## config.mk

```make
export PLATFORM = sky130hd
export DESIGN_NAME = psl_ctrl
export DESIGN_NICKNAME = d
export VERILOG_FILES = /design/src/hdl/psl_pkg.sv /design/src/hdl/psl_ctrl.sv
export SDC_FILE = /design/constraint.sdc
export NUM_CORES = 1
export LEC_CHECK = 0
export CAP_MARGIN = 20
export CORE_AREA = 2 2 45 47
export CTS_CLUSTER_DIAMETER = 80
export DETAILED_ROUTE_END_ITERATION = 8
export DIE_AREA = 0 0 47 49
export DONT_BUFFER_PORTS = 1
export PLACE_DENSITY = 0.57
export SETUP_SLACK_MARGIN = 0.05
export SYNTH_ARGS = -nofsm -noshare
export SYNTH_HDL_FRONTEND = slang
export SYNTH_SLANG_ARGS = --single-unit
```

## constraint.sdc

```tcl
create_clock -name clk -period 1.7 [get_ports clk]
set_input_delay 0.085 -clock clk [delete_from_list [all_inputs] [get_ports clk]]
set_output_delay 0.085 -clock clk [all_outputs]
set_load 0.01 [all_outputs]
```

## src/hdl/psl_pkg.sv

```systemverilog
// shared constants and control types for the stop-line crossing block
`default_nettype none
package psl_pkg;

  localparam int DEF_MAX_LINES  = 64;
  localparam int DEF_COORD_BITS = 32;

  localparam int OP_W       = 2;
  localparam int IN_DATA_W  = 128;
  localparam int OUT_DATA_W = 32;
  localparam int FIELD_W    = 32;

  localparam logic [OP_W-1:0] OP_CLEAR = 2'd0;
  localparam logic [OP_W-1:0] OP_LOAD  = 2'd1;
  localparam logic [OP_W-1:0] OP_FIRST = 2'd2;
  localparam logic [OP_W-1:0] OP_NEXT  = 2'd3;

  typedef struct packed {
    logic clear;
    logic load;
    logic set_prev;
    logic seg_start;
    logic sq_load;
    logic sqrt_start;
    logic scan_start;
    logic scan_issue;
    logic mul_start;
    logic mul_step;
    logic div_start;
    logic div_step;
    logic emit;
  } psl_cmd_t;

  typedef struct packed {
    logic prev_valid;
    logic scan_more;
    logic pipe_busy;
    logic sqrt_busy;
    logic hit;
    logic out_free;
  } psl_sts_t;

endpackage
`default_nettype wire

```

## src/hdl/psl_ctrl.sv

```systemverilog
// sequencer for table commands, line scan, bit-serial multiply and divide
`default_nettype none
module psl_ctrl
  import psl_pkg::*;
#(
  parameter int COORD_BITS = DEF_COORD_BITS
) (
  input  wire logic            clk,
  input  wire logic            rst_n,
  input  wire logic            in_valid,
  input  wire logic [OP_W-1:0] opcode,
  output logic                 in_ready,
  input  wire psl_sts_t        sts,
  output psl_cmd_t             cmd
);

  localparam int CW   = (COORD_BITS < 32) ? COORD_BITS : 32;
  localparam int LW   = CW + 1;
  localparam int CNTW = $clog2(LW);

  localparam logic [3:0] S_IDLE  = 4'd0;
  localparam logic [3:0] S_PREP  = 4'd1;
  localparam logic [3:0] S_SQST  = 4'd2;
  localparam logic [3:0] S_SCAN  = 4'd3;
  localparam logic [3:0] S_DRAIN = 4'd4;
  localparam logic [3:0] S_MUL   = 4'd5;
  localparam logic [3:0] S_DIVI  = 4'd6;
  localparam logic [3:0] S_DIV   = 4'd7;
  localparam logic [3:0] S_EMIT  = 4'd8;

  logic [3:0]      st_r, st_nxt;
  logic [CNTW-1:0] cnt_r, cnt_nxt;
  logic            last;

  assign in_ready = (st_r == S_IDLE);
  assign last     = (cnt_r == CNTW'(LW - 1));

  always_comb begin
    st_nxt  = st_r;
    cnt_nxt = cnt_r;
    cmd     = '0;
    unique case (st_r)
      S_IDLE: begin
        if (in_valid) begin
          unique case (opcode)
            OP_CLEAR: cmd.clear = 1'b1;
            OP_LOAD:  cmd.load  = 1'b1;
            OP_FIRST: cmd.set_prev = 1'b1;
            OP_NEXT: begin
              if (sts.prev_valid) begin
                cmd.seg_start = 1'b1;
                st_nxt = S_PREP;
              end else begin
                cmd.set_prev = 1'b1;
              end
            end
            default: ;
          endcase
        end
      end
      S_PREP: begin
        cmd.sq_load = 1'b1;
        st_nxt = S_SQST;
      end
      S_SQST: begin
        cmd.sqrt_start = 1'b1;
        cmd.scan_start = 1'b1;
        st_nxt = S_SCAN;
      end
      S_SCAN: begin
        if (sts.scan_more) cmd.scan_issue = 1'b1;
        else st_nxt = S_DRAIN;
      end
      S_DRAIN: begin
        if (!sts.pipe_busy && !sts.sqrt_busy) begin
          if (sts.hit) begin
            cmd.mul_start = 1'b1;
            cnt_nxt = '0;
            st_nxt = S_MUL;
          end else begin
            st_nxt = S_EMIT;
          end
        end
      end
      S_MUL: begin
        cmd.mul_step = 1'b1;
        if (last) begin
          cnt_nxt = '0;
          st_nxt = S_DIVI;
        end else begin
          cnt_nxt = cnt_r + 1'b1;
        end
      end
      S_DIVI: begin
        cmd.div_start = 1'b1;
        st_nxt = S_DIV;
      end
      S_DIV: begin
        cmd.div_step = 1'b1;
        if (last) begin
          cnt_nxt = '0;
          st_nxt = S_EMIT;
        end else begin
          cnt_nxt = cnt_r + 1'b1;
        end
      end
      S_EMIT: begin
        if (sts.out_free) begin
          cmd.emit = 1'b1;
          st_nxt = S_IDLE;
        end
      end
      default: st_nxt = S_IDLE;
    endcase
  end

  always_ff @(posedge clk) begin
    if (!rst_n) begin
      st_r  <= S_IDLE;
      cnt_r <= '0;
    end else begin
      st_r  <= st_nxt;
      cnt_r <= cnt_nxt;
    end
  end

endmodule
`default_nettype wire

```

==> flow_summary_export.csv <==
group,metric,value,unit
grt,grt_overflow,0,
clock_network,cts_tree,"done",
synth,ys.flop_type,"dfxtp_1",
outcome,status,"complete, no violations",
synth,syn_inst,97,
grt,grt_pass1_vias,719,
timing,skew,0.00836,ns
cells_and_area,syn_to_final_growth,27.8,%
clock_network,htreeDepth,1,
critical_path,critPathMaxFanout,5,
timing,fmax,624,MHz
synth,synth-seq-cells,10,
cells_and_area,fin_nets,125,
critical_path,cp-start-kind,"register",
timing,grt_setup_unrepaired,"false",
place,finalWeightedCongestion,0.856,
min_path,hold_path.class,"input port to register",
routing,vias_per_cell,5.80,
place,dp_hpwl,1.49,mm
timing,final_max_slew_viol_count,0,
cells_and_area,drive_above_1_share,27.9,%
synth,synthArstFlopShare,0,%
routing,post-route-drc-count,0,
grt,grt_pass1_wl,3.19,mm
synth,syn-num-nets,110,
timing,post-route-period-util,94.3,%
grt,grt_usage,19.1,%
timing,fin_crit,1.60,ns
timing,slew_headroom,56.7,%
critical_path,worstRegToRegCells,4,
clock_network,cts_max_path_buffers,2,
power_and_ir_drop,power_density,1010,mW/mm^2
critical_path,path_buf_inv,0,
job,maxCapViolations,0,
clock_network,post_cts_buffers,0,
critical_path,path_class,"register to register",
clock_network,cts_sinks,10,
synth,synth_cell_types,40,
clock_network,cts_root_buf,"clkbuf_4",
cells_and_area,instances_no_fill,138,
place,port_buffers,0,
grt,grt_max_degree,11,
clock_network,path_clk_slew,0.08,ns
grt,antenna_found_initial,0,
synth,postSynthAreaPerCell,7.70,sq um
critical_path,cp_cell_sequence,"nor3_1 -> a31oi_2 -> or4_1 -> a31oi_1",
critical_path,critPathRequiredTime,1.89,ns
floorplanning,die_w,47,microns
critical_path,critPathMaxStageDelay,0.55,ns
timing,setup_viol,0,
clock_network,numCtsBuffers,3,
floorplanning,fp.dieH,49,microns
synth,netlist_area,747,sq um
floorplanning,ioPinCount,25,
place,dp.cells,132,
critical_path,cp_top_family,"simple AND/OR/NAND/NOR gates",
min_path,hold_path.startpoint,"rst_n",
critical_path,arrival,1.79,ns
routing,drtAntennaViolNets,0,
timing,whs,0.0112,ns
synth,ys_warn_count,0,
floorplanning,initial_core_util,40.6,%
floorplanning,die_area,0.00230,sq mm
critical_path,rr_endpoint,"st_r[1]$_SDFFE_PN0P_",
routing,routed-via-count,801,
synth,synth-edff-count,0,
timing,hold_viol,0,
critical_path,cp-end-kind,"register",
timing,setup-tns-final,0,ns
critical_path,cp_slowest_cell,"or4_1",
floorplanning,fp.coreArea,0.00184,sq mm
place,placed_area,853,sq um
clock_network,worstSkewPairLatency,0.27,ns
min_path,whs_endpoint,"st_r[2]$_SDFFE_PN0P_",
power_and_ir_drop,cellLeakagePower,0.000349,uW
synth,ys_seq_area_share,26.8,%
floorplanning,rows,16,
cells_and_area,finalInstanceArea,955,sq um
min_path,hold_depth,2,
power_and_ir_drop,ir_drop,0.717,mV
routing,drt_wl_total,2.04,mm
routing,drt_iter0_drc,21,
cells_and_area,n_antenna_cell,0,
timing,tightestPinTransition,0.643,ns
critical_path,r2r_start,"cnt_r[3]$_SDFFE_PN0P_",
routing,wl_per_cell,14.8,microns
critical_path,reg2reg_slack,0.1,ns
routing,drt_first_pass_iters,5,
-- final cells by class --
type                       instances  area (sq um)
fill                             193           887
multi-input combinational         78           544
sequential                        10           208
timing repair buffer              15           118
clock buffer                       4          36.3
tap                               27          33.8
inverter                           4          15.0
-- where the power goes --
group / switching (uW) / internal (uW) / leakage [uW]
clock network: 89.0 / 130 / 0.0000210
logic: 225 / 213 / 0.000245
registers: 48.9 / 259 / 0.0000829
-- registers in the layout, summed over array words and instances, names as in the netlist --
signal  cells
cnt_r       6
st_r        4
-- routing by layer --
metal | track usage (%) | vias to the layer above | part of all wire [%]
li1 | - | 390 | -
met4 | 6.02 | 0 | 0.83
met5 | 0 | - | 0
met1 | 22.6 | 378 | 43
met2 | 31.5 | 29 | 52
met3 | 6.30 | 4 | 4.5
-- per-stage QoR --
step	total power (uW)	setup slack (ns)	util, %
after floorplan	569	0.0655	-
after global placement	686	0.0913	46.3
after detailed placement	692	0.0859	46.3
after CTS	928	0.0461	49.5
after global routing	1030	0.0158	51.8
final	965	0.0968	51.8
-- cells in the mapped netlist, types with 2 or more instances --
cell	count	area [sq um]
nand2_1	13	48.8
dfxtp_1	10	200
nor2_1	9	33.8
a31oi_1	4	25.0
inv_1	4	15.0
nor3_1	4	20.0
nor4b_1	4	35.0
a21oi_1	3	15.0
mux2i_1	3	30.0
nand3_1	3	15.0
nand3b_1	3	22.5
and2_1	2	12.5
buf_2	2	10.0
ha_1	2	25.0
nand2b_1	2	12.5
nand4b_1	2	17.5
o221a_2	2	22.5
or3_1	2	12.5
or4_1	2	15.0
-- kinds of logic after synthesis --
group,after synthesis,synth area share [%]
AOI/OAI and AO/OA,16,16.4
xor gates and xnor gates,1,1.17
adders and majority gates,2,3.35
buffers and inverters,9,5.36
DFF,10,26.8
muxes,3,4.02
and+or+nand+nor,56,42.9
-- repair_timing --
action / in CTS / in global routing
setup endpoints to repair: 5 / 9
hold endpoints to repair: 4 / 1
pin swaps: 1 / 3
resized for setup: 3 / 9
hold buffers: 1 / 1
-- placed cells by master, fill, tap and decap left out, types with 2 or more instances in the layout --
master         netlist  final
a21oi_1              3      2
a31oi_1              4      3
and2_1               2      2
buf_4                1     13
clkbuf_4             0      3
dfxtp_1             10      6
dfxtp_2              0      3
dlygate4sd3_1        0      2
ha_1                 2      2
inv_1                4      4
mux2i_1              3      3
nand2_1             13     12
nand2b_1             2      2
nand3_1              3      3
nand3b_1             3      3
nand4b_1             2      2
nor2_1               9      9
nor3_1               4      3
nor4b_1              4      4
o221a_2              2      2
or3_1                2      2
or4_1                2      2
-- worst reg2reg max path: cells and delay by family, from the launching register on --
kind / cells / cell delay [ns]
flops: 1 / 0.36
compound gates: 2 / 0.36
simple gates: 2 / 0.81
-- worst max-delay path by stage --
| stage | from | endpoint | slack (ns) | cells past startpoint |
|---|---|---|---|---|
| after global placement | st_r[0]$_SDFFE_PN0P_ | st_r[3]$_SDFFE_PN0P_ | 0.09 | 4 |
| after detailed placement | st_r[0]$_SDFFE_PN0P_ | st_r[3]$_SDFFE_PN0P_ | 0.09 | 4 |
| after floorplan | st_r[3]$_SDFFE_PN0P_ | st_r[3]$_SDFFE_PN0P_ | 0.07 | 4 |
| final | cnt_r[3]$_SDFFE_PN0P_ | st_r[1]$_SDFFE_PN0P_ | 0.1 | 4 |
| after global routing | cnt_r[3]$_SDFFE_PN0P_ | st_r[1]$_SDFFE_PN0P_ | 0.02 | 4 |
| after CTS | st_r[0]$_SDFFE_PN0P_ | cmd[11] | 0.05 | 5 |
Power figures use the tool's default switching activity.
